### config.mk
export PLATFORM = sky130hd
export DESIGN_NAME = c3f_cell
export DESIGN_NICKNAME = d
export VERILOG_FILES = /design/src/design/c3f_pkg.sv /design/src/design/c3f_cell.sv
export SDC_FILE = /design/constraint.sdc
export NUM_CORES = 1
export LEC_CHECK = 0
export BUFFER_PORTS_ARGS = -buffer_cell sky130_fd_sc_hd__buf_2
export CAP_MARGIN = 0
export CORE_ASPECT_RATIO = 1.25
export CORE_MARGIN = 10
export CORE_UTILIZATION = 35
export CTS_CLUSTER_DIAMETER = 40
export CTS_CLUSTER_SIZE = 10
export DETAILED_ROUTE_END_ITERATION = 12
export SYNTH_ARGS = -nofsm -noshare
export SYNTH_HDL_FRONTEND = slang
export SYNTH_SLANG_ARGS = --single-unit
### constraint.sdc
create_clock -name clk_i -period 6.42 [get_ports clk_i]
set_clock_uncertainty 0.05 [all_clocks]
set_input_delay 0.642 -clock clk_i [delete_from_list [all_inputs] [get_ports clk_i]]
set_output_delay 0.642 -clock clk_i [all_outputs]
set_load 0.02 [all_outputs]
### src/design/c3f_pkg.sv
// ----------------------------------------------------------------------------
// c3f_pkg
// Shared constants, register indexes and types of the 3x3 image filter.
// ----------------------------------------------------------------------------
package c3f_pkg;

  localparam int MAX_WIDTH  = 1024;
  localparam int MAX_HEIGHT = 1024;

  localparam int PIX_W      = 8;
  localparam int COEF_W     = 8;
  localparam int COORD_W    = 10;
  localparam int DIM_W      = 11;
  localparam int CSUM_W     = 18;
  localparam int RES_W      = 20;
  localparam int LB_AW      = $clog2(MAX_WIDTH);
  localparam int CFG_IDX_W  = 3;
  localparam int CFG_DATA_W = 24;

  localparam logic [CFG_IDX_W-1:0] CFG_IMG_WIDTH   = 3'd0;
  localparam logic [CFG_IDX_W-1:0] CFG_IMG_HEIGHT  = 3'd1;
  localparam logic [CFG_IDX_W-1:0] CFG_KERN_TOP    = 3'd2;
  localparam logic [CFG_IDX_W-1:0] CFG_KERN_MIDDLE = 3'd3;
  localparam logic [CFG_IDX_W-1:0] CFG_KERN_BOTTOM = 3'd4;

  localparam logic [DIM_W-1:0] WIDTH_RST  = 11'd640;
  localparam logic [DIM_W-1:0] HEIGHT_RST = 11'd480;
  localparam logic [DIM_W-1:0] DIM_MIN    = 11'd3;
  localparam logic [DIM_W-1:0] WIDTH_MAX  = DIM_W'(MAX_WIDTH);
  localparam logic [DIM_W-1:0] HEIGHT_MAX = DIM_W'(MAX_HEIGHT);

  typedef struct packed {
    logic [PIX_W-1:0] top;
    logic [PIX_W-1:0] mid;
    logic [PIX_W-1:0] bot;
  } pix_col_t;

  typedef struct packed {
    logic signed [COEF_W-1:0] top;
    logic signed [COEF_W-1:0] mid;
    logic signed [COEF_W-1:0] bot;
  } coef_col_t;

endpackage

### src/design/c3f_cell.sv
// ----------------------------------------------------------------------------
// c3f_cell
// One window column: holds three pixels, hands them to its left neighbor
// on each shift and registers the column's weighted sum.
// ----------------------------------------------------------------------------
module c3f_cell (
  input  logic                             clk_i,
  input  logic                             rst_ni,
  input  logic                             shift_i,
  input  c3f_pkg::pix_col_t                col_i,
  input  c3f_pkg::coef_col_t               coef_i,
  input  logic                             sum_en_i,
  output c3f_pkg::pix_col_t                col_o,
  output logic signed [c3f_pkg::CSUM_W-1:0] sum_o
);
  import c3f_pkg::*;

  pix_col_t                 col_q;
  logic signed [CSUM_W-1:0] p_top, p_mid, p_bot;
  logic signed [CSUM_W-1:0] sum_d, sum_q;

  assign p_top = CSUM_W'($signed({1'b0, col_q.top})) * CSUM_W'(coef_i.top);
  assign p_mid = CSUM_W'($signed({1'b0, col_q.mid})) * CSUM_W'(coef_i.mid);
  assign p_bot = CSUM_W'($signed({1'b0, col_q.bot})) * CSUM_W'(coef_i.bot);
  assign sum_d = p_top + p_mid + p_bot;

  always_ff @(posedge clk_i or negedge rst_ni) begin
    if (!rst_ni) begin
      col_q <= '0;
    end else if (shift_i) begin
      col_q <= col_i;
    end
  end

  always_ff @(posedge clk_i) begin
    if (sum_en_i) begin
      sum_q <= sum_d;
    end
  end

  assign col_o = col_q;
  assign sum_o = sum_q;

endmodule

After elaboration in Yosys (flattened, before gate mapping)
Index checks and enable logic that the tools add are counted.
{"block": "op_classes", "add_sub_neg": 2, "mul": 3}
{"op": "9-bit by 8-bit multiplier with 17-bit output", "n": 3}
{"op": "17-bit by 17-bit adder with 18-bit output", "n": 1}
{"op": "18-bit by 17-bit adder with 18-bit output", "n": 1}
{"block": "word_totals", "reg_bits": 42, "input_bits": 52, "out_inout_bits": 42, "elab_cells": 9}

Longest topological paths before layout
Gate-level depths: netlist (run 1).
{"block": "logic_depth", "depth_word": 3, "depth_mapped": 22, "mapped_depth_nobuf": 21}

Worst setup path before layout (run 1)
No wires, ideal clock.
{"block": "synth_timing", "path_kind": "reg-to-reg", "start": "register col_q, in the netlist col_o[21]", "end": "register sum_q[12] (netlist: sum_o[12]), data pin", "setup_ns": 0.263, "arrival_time_ns": 5.578, "t_required_ns": 6.107, "path_slack_ns": 0.529, "path_stages_with_launch": 20, "n_path_buf": 1, "synth_period_minus_slack_ns": 5.891, "cell_sequence": "dfrtp_1 > clkbuf_1 > and2_1 > fa_1 > fa_1 > inv_1 > fa_1 > fa_1 > inv_1 > fa_1 > fa_1 > inv_1 > fa_1 > inv_1 > ha_1 > a21o_1 > a21oi_4 > a21oi_2 > o41ai_2 > xnor2_1"}
{"block": "synth_via", "elab_chain_len": 3}
{"element": "from (decl)", "line": "c3f_cell.sv:18", "text": "pix_col_t col_q;"}
{"element": "from (signal assigned)", "line": "c3f_cell.sv:31", "text": "col_q <= col_i;"}
{"element": "9-bit by 8-bit multiplier with 17-bit output", "line": "c3f_cell.sv:22", "text": "assign p_top = CSUM_W'($signed({1'b0, col_q.top})) * CSUM_W'(coef_i.top);"}
{"element": "17-bit by 17-bit adder with 18-bit output", "line": "c3f_cell.sv:25", "text": "assign sum_d = p_top + p_mid + p_bot;"}
{"element": "18-bit by 17-bit adder with 18-bit output", "line": "c3f_cell.sv:25"}
{"element": "via sum_d[12]", "line": "c3f_cell.sv:20", "text": "logic signed [CSUM_W-1:0] sum_d, sum_q;"}
{"element": "to (signal assigned)", "line": "c3f_cell.sv:37", "text": "sum_q <= sum_d;"}
{"element": "to (decl)", "line": "c3f_cell.sv:20"}
The timed path passes the listed nets, and every way through them passes these cells.
A chain may end at the register's enable or synchronous reset.

Worst setup path in the final report (run 1)
{"block": "layout_timing", "start": "register col_q, in the netlist col_o[19]", "end": "register sum_q[16] (netlist: sum_o[16]), data pin"}
Same word-level chain as after synthesis.

==> results.sh, run 1 <==
export IMPL_timing_hold_worst_class="input port to async pin"
export IMPL_die_area_um2=31050
export IMPL_place_detailed_hpwl_mm=17.35
export IMPL_dp_cells=1277
export IMPL_drv_cap=0
export IMPL_number_of_clock_buffers_inserted_by_tritoncts=5
export IMPL_crit_buf_inv=4
export IMPL_relSlewSlack_pct=58.77
export IMPL_final_setup_tns_ns=0
export IMPL_io_pins=94
export IMPL_clkSlewWorstSetupHoldPaths_ns=0.07
export IMPL_h_tree_depth=2
export IMPL_main_combinational_cell_family_by_area_after_synthesis="adder cells"
export IMPL_worst_skew_pair_late_latency_ns=0.31
export IMPL_final_layout_size_suffix_gt1_share_pct=14.69
export IMPL_simple_gate_share_of_the_synthesized_area_pct=13.59
export IMPL_synthesis_area_um2=8528
export IMPL_route_final_wire_length_mm=19.48
export IMPL_first_pass_iters=4
export IMPL_cp_top_family="adder cells"
export IMPL_drt_iter0_markers=210
export IMPL_critPathArrivalTime_ns=6.09
export IMPL_layout_cells_most_common="inv_1"
export IMPL_post_synth_fa_ha_maj_area_fraction_pct=54.43
export IMPL_overall_via_count_from_detail_route=5830
export IMPL_antenna_found_initial=0
export IMPL_min_period_over_period_pct=94.88
export IMPL_grt_max_degree=25
export IMPL_clock_path_buffers=2
export IMPL_timing_critical_path_required_ns=6.42
export IMPL_nets=1283
export IMPL_combined_global_route_utilization_of_all_metal_layers_pct=13.32
export IMPL_count_of_antenna_violating_nets_left_after_detailed_routing=0
export IMPL_clock_sink_total=42
export IMPL_minimum_period_implied_by_the_final_worst_setup_slack_ns=6.092
export IMPL_synth_sequential_area_ratio_pct=13.38
export IMPL_cpMostUsedCell="fa_1"
export IMPL_worst_path_largest_cell_delay_ns=0.59
export IMPL_grt_pass1_wl_mm=33.21
export IMPL_timing_max_transition_violations_final=0
export IMPL_grt_overflow=0
export IMPL_route_detailed_drc=0
export IMPL_cts_resized=0
export IMPL_first_global_vias=6553
export IMPL_floorplan_initialDensity_pct=35.71
export IMPL_unrepaired_setup_endpoints_after_global_routing="no"
export IMPL_die_h_um=194.5
export IMPL_setup_viol_count_final=0
export IMPL_synth_xor_area_share_pct=1.746
export IMPL_final_cell_mix="inv_1 (232), fa_1 (165), and2_1 (112)"
export IMPL_postCtsSetupRepairBufs=0
export IMPL_die_w_um=159.6
export IMPL_synthCells=856
export IMPL_crit_path_start_kind="flop"
export IMPL_number_of_core_rows=63
export IMPL_crit_chain="and2_1, fa_1, fa_1, inv_1, fa_1, fa_1, inv_1, fa_1, fa_1, inv_1, fa_1, inv_1, ha_1, a21o_1, a21oi_4, a21oi_1, nor4b_1, nor3_1"
export IMPL_finalWeightedCongestion=0.8576
export IMPL_antenna_cells=0
export IMPL_postSynthRegisterBits=42
export IMPL_io_buffer_count=93
export IMPL_synth_compound_gate_area_share_pct=2.788
export IMPL_non_filler_instance_count_after_layout=1285
export IMPL_crit_end_category="flop"
export IMPL_status="complete, no violations"
export IMPL_post_layout_util_pct=40.18
export IMPL_cts_tree="built"
export IMPL_synthesis_area_per_instance_um2=9.963
export IMPL_synth_area_mux_share_pct=3.286
export IMPL_root_buffer_selected_by_cts="clkbuf_16"
export IMPL_timing_worst_slew_pin_value_ns=0.6185
export IMPL_fmaxAchievable_mhz=164.2
export IMPL_netlist_cell_type_count=34
export IMPL_worst_setup_path_type="flop to flop"
export IMPL_detail_route_wl_per_cell_um=15.16
export IMPL_timing_critical_path_fanout_max=10
export IMPL_vias_per_cell=4.537
export IMPL_area_grow_syn2layout_pct=12.51
export IMPL_timing_final_hold_violations=0
export IMPL_syn_nets=1180
export IMPL_ys_warnings_count=0
export IMPL_floorplan_core_area_um2=23880
export IMPL_critPathSlowestCell="dfrtp_1"
export IMPL_postCtsHoldBufs=0
## Yosys cell counts (all sizes together)
cell,n,area share [%]
inv,232,10
fa,165,39
and2,112,8.2
ha,107,16
nand2,65,2.9
nor2,26,1.1
dfrtp,24,7.0
mux2,24,3.2
edfxtp,18,6.3
a21oi,15,1.1
xnor2,13,1.3
nand2b,9,0.66
a21o,7,0.63
clkbuf,5,0.22
o21ai,5,0.29
buf,4,0.26
nor3,4,0.23
xor2,4,0.41
nand4,3,0.22
o211ai,3,0.26
clkinv,2,0.088
nor2b,2,0.15
a22oi,1,0.088
a31oi,1,0.073
mux2i,1,0.12
nor4b,1,0.10
o21a,1,0.088
o311ai,1,0.10
o41ai,1,0.19
## per-layer routing
metal / track usage, % / part of all wire [%]
met5: 0 / 0
met4: 3.460 / 1.6
met3: 2.368 / 4.0
met2: 24.42 / 55
met1: 15.56 / 40
## cells by family after synthesis
kind of cell             after synthesis
adder cells (fa/ha/maj)              272
buffers and inverters                243
AND/OR/NAND/NOR                      222
flip-flops                            42
AO/OA/AOI/OAI                         35
multiplexers                          25
XOR/XNOR                              17
## worst reg2reg max path, delay by kind of cell, from the launching register on
| kind | cells | cell delay, ns |
|---|---|---|
| AO/OA/AOI/OAI | 3 | 0.53 |
| AND/OR/NAND/NOR | 3 | 0.62 |
| adder cells (fa/ha/maj) | 8 | 3.83 |
| buffers and inverters | 4 | 0.22 |
| flip-flops | 1 | 0.59 |
## final cells by class
type / instances / area (um2)
Clock inverter: 3 / 21.27
Tap cell: 325 / 406.6
Clock buffer: 5 / 125.1
Sequential cell: 42 / 1141
Inverter: 234 / 878.3
Multi-Input combinational cell: 571 / 6467
Timing Repair Buffer: 105 / 555.5
Fill cell: 2413 / 14290
## path summary, 6_finish.rpt
path | startpoint | endpoint | slack, ns | cells after the start
setup / recovery | col_o[19] | sum_o[16] | 0.33 | 18
hold / removal | rst_ni | col_o[8] | 0.28 | 1
setup reg to reg | col_o[19] | sum_o[16] | 0.33 | 18
hold reg to reg | col_o[1] | col_o[1] | 0.61 | 1
max in group asynchronous | rst_ni | col_o[23] | 5.64 | 1
min in group clk_i | col_i[19] | col_o[19] | 0.51 | 2
## sequential cells by signal, summed over array words and instances (netlist names)
name	flops
col_o	24
sum_o	18
## metrics by stage
stage                     setup WS (ns)  hold slack [ns]  area [um2]
after floorplan                  0.5293           0.2964        8528
after global placement           0.1396           0.5901        9449
after detailed placement        0.04344           0.5952        9449
after CTS                        0.2872           0.3068        9595
after global routing            0.05586           0.3397        9595
final                            0.3285           0.2787        9595
Power of run 1 is not shown: default switching activity piles up to over one toggle a cycle in this logic, so the estimate is an artifact.
==> run 2, diff against run 1 <==
--- a/config.mk
+++ b/config.mk
@@ -13,6 +13,7 @@
 export CTS_CLUSTER_DIAMETER = 40
 export CTS_CLUSTER_SIZE = 10
 export DETAILED_ROUTE_END_ITERATION = 12
+export SKIP_CTS_REPAIR_TIMING = 1
 export SYNTH_ARGS = -nofsm -noshare
 export SYNTH_HDL_FRONTEND = slang
 export SYNTH_SLANG_ARGS = --single-unit
==> constraint.sdc (replaced) <==
create_clock -name clk_i -period 5.35 [get_ports clk_i]
set_clock_uncertainty 0.05 [all_clocks]
set_input_delay 0.535 -clock clk_i [delete_from_list [all_inputs] [get_ports clk_i]]
set_output_delay 0.535 -clock clk_i [all_outputs]
set_load 0.02 [all_outputs]
==> results.sh, run 2 (synthesized netlist as in run 1, its figures left out) <==
export IMPL_crit_path_start_kind="flop"
export IMPL_fillCellCount=2300
export IMPL_io_pins=94
export IMPL_die_w_um=159.6
export IMPL_worst_skew_pair_late_latency_ns=0.31
export IMPL_timing_critical_path_fanout_max=5
export IMPL_setup_viol_count_final=11
export IMPL_die_h_um=194.5
export IMPL_layout_cell_area_non_filler_um2=10720
export IMPL_fmaxAchievable_mhz=172.7
export IMPL_grt_overflow=0
export IMPL_critPathArrivalTime_ns=5.77
export IMPL_clock_path_buffers=2
export IMPL_grt_max_degree=25
export IMPL_overall_via_count_from_detail_route=6246
export IMPL_drt_iter0_markers=140
export IMPL_top_signal_layer_used="met4"
export IMPL_nets=1390
export IMPL_relSlewSlack_pct=55.98
export IMPL_area_grow_syn2layout_pct=25.68
export IMPL_minimum_period_implied_by_the_final_worst_setup_slack_ns=5.789
export IMPL_violations="setup timing"
export IMPL_vias_per_cell=4.484
export IMPL_routed_wl_met3_um=721
export IMPL_timing_hold_worst_class="input port to async pin"
export IMPL_routed_wl_met2_mm=11.37
export IMPL_clock_sink_total=42
export IMPL_drt_met1_wl_mm=8.354
export IMPL_layout_setup_ws_ns=-0.4390
export IMPL_die_area_um2=31050
export IMPL_count_of_antenna_violating_nets_left_after_detailed_routing=0
export IMPL_floorplan_core_area_um2=23880
export IMPL_root_buffer_selected_by_cts="clkbuf_16"
export IMPL_post_dp_area_um2=10280
export IMPL_place_detailed_hpwl_mm=18.49
export IMPL_route_detailed_drc=0
export IMPL_route_final_wire_length_mm=20.84
export IMPL_final_layout_size_suffix_gt1_share_pct=31.02
export IMPL_h_tree_depth=2
export IMPL_status="finished, violations left"
export IMPL_grt_pass1_wl_mm=34.11
export IMPL_flip_flop_count_of_the_largest_register_after_layout=24
export IMPL_layout_cells_most_common="inv_1"
export IMPL_number_of_core_rows=63
export IMPL_finalWeightedCongestion=0.8819
export IMPL_io_buffer_count=93
export IMPL_cts_tree="built"
export IMPL_worst_setup_path_type="flop to flop"
export IMPL_final_cell_mix="inv_1 (222), fa_1 (154), buf_4 (114)"
export IMPL_first_global_vias=6950
export IMPL_crit_end_category="flop"
export IMPL_drv_cap=0
export IMPL_preCtsSetupSlack_ns=-0.6371
export IMPL_detail_route_wl_per_cell_um=14.96
export IMPL_timing_worst_slew_pin_value_ns=0.6603
export IMPL_timing_final_hold_violations=0
export IMPL_clkSlewWorstSetupHoldPaths_ns=0.08
export IMPL_combined_global_route_utilization_of_all_metal_layers_pct=13.64
export IMPL_antenna_found_initial=1
export IMPL_first_pass_iters=5
export IMPL_floorplan_initialDensity_pct=35.71
export IMPL_min_period_over_period_pct=108.2
export IMPL_timing_critical_path_required_ns=5.34
export IMPL_unrepaired_setup_endpoints_after_global_routing="yes"
export IMPL_number_of_clock_buffers_inserted_by_tritoncts=5
export IMPL_timing_max_transition_violations_final=0
[run 2: cell types whose count changed in the layout (fill, tap and decap cells not counted), sizes merged]
cell      previous run  this run
buf                105       212
clkbuf               5         6
diode                0         1
clkinvlp             1         0
[run 2: layer usage]
layer	vias up	global-route usage, %
li1	2957	-
met1	3163	15.85
met2	107	25.31
met3	19	1.987
met4	0	3.734
met5	-	0
[run 2: layout make-up]
class | count | area, um2 | area share (%)
diodes | 1 | 2.502 | 0.02335
clock inverters | 2 | 13.76 | 0.1284
repair buffers | 212 | 1378 | 12.85
multi-input cells | 571 | 6743 | 62.91
flip-flops and latches | 42 | 1166 | 10.88
inverters | 234 | 879.6 | 8.207
clock buffers | 6 | 128.9 | 1.202
well taps | 325 | 406.6 | 3.794
[run 2: through the flow]
step / instances / hold WS [ns] / TNS (ns) / utilization, %
finish: 1393 / 0.1939 / -3.276 / 44.87
global route: 1393 / 0.2486 / -5.045 / 44.87
CTS: 1376 / 0.2233 / -3.386 / 43.64
detailed placement: 1368 / 0.5591 / -6.438 / 43.04
global placement: 1368 / 0.5588 / -6.125 / 43.04
floorplan: 856 / 0.1894 / -1.227 / -
[run 2: worst paths after layout]
| kind | cells past startpoint | startpoint | endpoint | slack (ns) |
|---|---|---|---|---|
| setup / recovery | 19 | col_o[21] | sum_o[14] | -0.44 |
| hold / removal | 1 | rst_ni | col_o[14] | 0.19 |
| setup reg to reg | 19 | col_o[21] | sum_o[14] | -0.44 |
| hold reg to reg | 1 | col_o[11] | col_o[11] | 0.57 |
| max in group asynchronous | 1 | rst_ni | col_o[7] | 4.58 |
| min in group clk_i | 2 | col_i[9] | col_o[9] | 0.40 |
[run 2: critical path, stage by stage (launching register included)]
cell and delay [ns]:
dfrtp_2 0.46, buf_6 0.13, and2_4 0.13, fa_1 0.46, fa_1 0.51, inv_2 0.04
fa_2 0.52, inv_2 0.04, fa_2 0.52, inv_2 0.03, fa_1 0.48, fa_2 0.56
inv_2 0.04, fa_2 0.46, ha_4 0.18, a21o_1 0.19, a21oi_4 0.20, a21oi_2 0.10
o211ai_1 0.25, o311ai_2 0.16
Power of run 2 is left out for the same reason.
==> run 3, diff against run 2 <==
--- a/config.mk
+++ b/config.mk
@@ -5,11 +5,12 @@
 export SDC_FILE = /design/constraint.sdc
 export NUM_CORES = 1
 export LEC_CHECK = 0
-export BUFFER_PORTS_ARGS = -buffer_cell sky130_fd_sc_hd__buf_2
+export BUFFER_PORTS_ARGS = -buffer_cell sky130_fd_sc_hd__clkbuf_2
 export CAP_MARGIN = 0
 export CORE_ASPECT_RATIO = 1.25
 export CORE_MARGIN = 10
 export CORE_UTILIZATION = 35
+export CTS_BUF_LIST = sky130_fd_sc_hd__clkbuf_16
 export CTS_CLUSTER_DIAMETER = 40
 export CTS_CLUSTER_SIZE = 10
 export DETAILED_ROUTE_END_ITERATION = 12
==> results.sh, run 3 (synthesized netlist as in run 1, its figures left out) <==
export IMPL_status="finished, violations left"
export IMPL_violations="setup timing"
export IMPL_fillCellCount=2278
export IMPL_critPathArrivalTime_ns=5.78
export IMPL_setup_viol_count_final=11
export IMPL_h_tree_depth=2
export IMPL_die_area_um2=31050
export IMPL_layout_cell_area_non_filler_um2=10780
export IMPL_nets=1389
export IMPL_preCtsSetupSlack_ns=-0.6654
export IMPL_timing_worst_slew_pin_value_ns=0.7510
export IMPL_area_grow_syn2layout_pct=26.42
export IMPL_flip_flop_count_of_the_largest_register_after_layout=24
export IMPL_number_of_clock_buffers_inserted_by_tritoncts=5
export IMPL_die_w_um=159.6
export IMPL_setup_reg_to_reg_worst_slack_ns=-0.42
export IMPL_worst_skew_pair_late_latency_ns=0.31
export IMPL_timing_hold_worst_class="input port to async pin"
export IMPL_crit_end_category="flop"
export IMPL_first_pass_iters=4
export IMPL_route_final_wire_length_mm=20.78
export IMPL_crit_path_start_kind="flop"
export IMPL_clock_path_buffers=2
export IMPL_reg2reg_depth=20
export IMPL_floorplan_initialDensity_pct=35.71
export IMPL_rr_endpoint="sum_o[13]"
export IMPL_critical_path_startpoint="col_o[20]"
export IMPL_io_pins=94
export IMPL_post_layout_util_pct=45.14
export IMPL_relSlewSlack_pct=49.93
export IMPL_timing_critical_path_fanout_max=5
export IMPL_post_dp_area_um2=10270
export IMPL_cts_tree="built"
export IMPL_grt_max_degree=25
export IMPL_grt_overflow=0
export IMPL_grt_pass1_wl_mm=34.13
export IMPL_timing_final_hold_violations=0
export IMPL_minimum_period_implied_by_the_final_worst_setup_slack_ns=5.769
export IMPL_non_filler_instance_count_after_layout=1391
export IMPL_place_detailed_hpwl_mm=18.52
export IMPL_route_detailed_drc=0
export IMPL_unrepaired_setup_endpoints_after_global_routing="yes"
export IMPL_dp_cells=1367
export IMPL_r2r_start="col_o[20]"
export IMPL_overall_via_count_from_detail_route=6198
export IMPL_timing_critical_path_required_ns=5.36
export IMPL_root_buffer_selected_by_cts="clkbuf_16"
export IMPL_finalWeightedCongestion=0.8593
export IMPL_count_of_antenna_violating_nets_left_after_detailed_routing=0
export IMPL_timing_max_transition_violations_final=0
export IMPL_vias_per_cell=4.456
export IMPL_io_buffer_count=93
export IMPL_first_global_vias=6819
export IMPL_fmaxAchievable_mhz=173.3
export IMPL_antenna_cells=0
export IMPL_clkSlewWorstSetupHoldPaths_ns=0.08
export IMPL_worst_setup_path_type="flop to flop"
export IMPL_final_layout_size_suffix_gt1_share_pct=31.14
export IMPL_clock_sink_total=42
export IMPL_final_cell_mix="inv_1 (219), fa_1 (151), buf_4 (110)"
export IMPL_floorplan_core_area_um2=23880
export IMPL_layout_cells_most_common="inv_1"
export IMPL_die_h_um=194.5
export IMPL_antenna_found_initial=0
export IMPL_drv_cap=0
export IMPL_detail_route_wl_per_cell_um=14.94
export IMPL_combined_global_route_utilization_of_all_metal_layers_pct=13.71
export IMPL_drt_iter0_markers=127
export IMPL_layout_setup_ws_ns=-0.4187
export IMPL_number_of_core_rows=63
export IMPL_min_period_over_period_pct=107.8
[run 3: metal layers]
layer | track usage, % | vias to the layer above | wire, um
met5 | 0 | - | 0
met4 | 3.940 | 0 | 437
met3 | 2.114 | 24 | 647
met2 | 24.82 | 97 | 11160
met1 | 16.32 | 3117 | 8532
li1 | - | 2960 | -
[run 3: worst max-delay path by stage]
stage | cells past startpoint | slack (ns) | to
3_3_place_gp | 21 | -0.61 | sum_o[17]
2_1_floorplan | 19 | -0.19 | sum_o[17]
6_report | 20 | -0.42 | sum_o[13]
4_1_cts | 19 | -0.51 | sum_o[17]
3_5_place_dp | 21 | -0.67 | sum_o[17]
5_1_grt | 17 | -0.58 | sum_o[17]
[run 3: layout make-up]
class | instances | area [um2] | area share [%]
Sequential cell | 42 | 1162 | 10.78
Tap cell | 325 | 406.6 | 3.772
Multi-Input combinational cell | 571 | 6756 | 62.67
Clock buffer | 5 | 125.1 | 1.160
Clock inverter | 3 | 43.79 | 0.4062
Inverter | 234 | 879.6 | 8.158
Timing Repair Buffer | 211 | 1408 | 13.06
[run 3: per-stage QoR]
| step | TNS [ns] | hold slack, ns |
|---|---|---|
| after global routing | -4.967 | 0.2844 |
| after CTS | -3.608 | 0.2444 |
| after detailed placement | -6.361 | 0.5847 |
| after global placement | -6.042 | 0.5881 |
| final | -3.391 | 0.2230 |
| after floorplan | -1.227 | 0.1894 |
[run 3: worst max-delay path, stage by stage (launching register included)]
cell      delay (ns)
dfrtp_2         0.47
buf_6           0.14
and2_4          0.13
fa_1            0.49
fa_1            0.51
inv_2           0.04
fa_2            0.52
inv_2           0.04
fa_2            0.52
inv_2           0.04
fa_2            0.58
fa_2            0.44
inv_2           0.07
fa_2            0.45
ha_4            0.31
nand2b_4        0.07
a21oi_4         0.13
o211ai_1        0.10
buf_4           0.17
nor2b_2         0.15
xnor2_1         0.11
Power of run 3 is left out for the same reason.
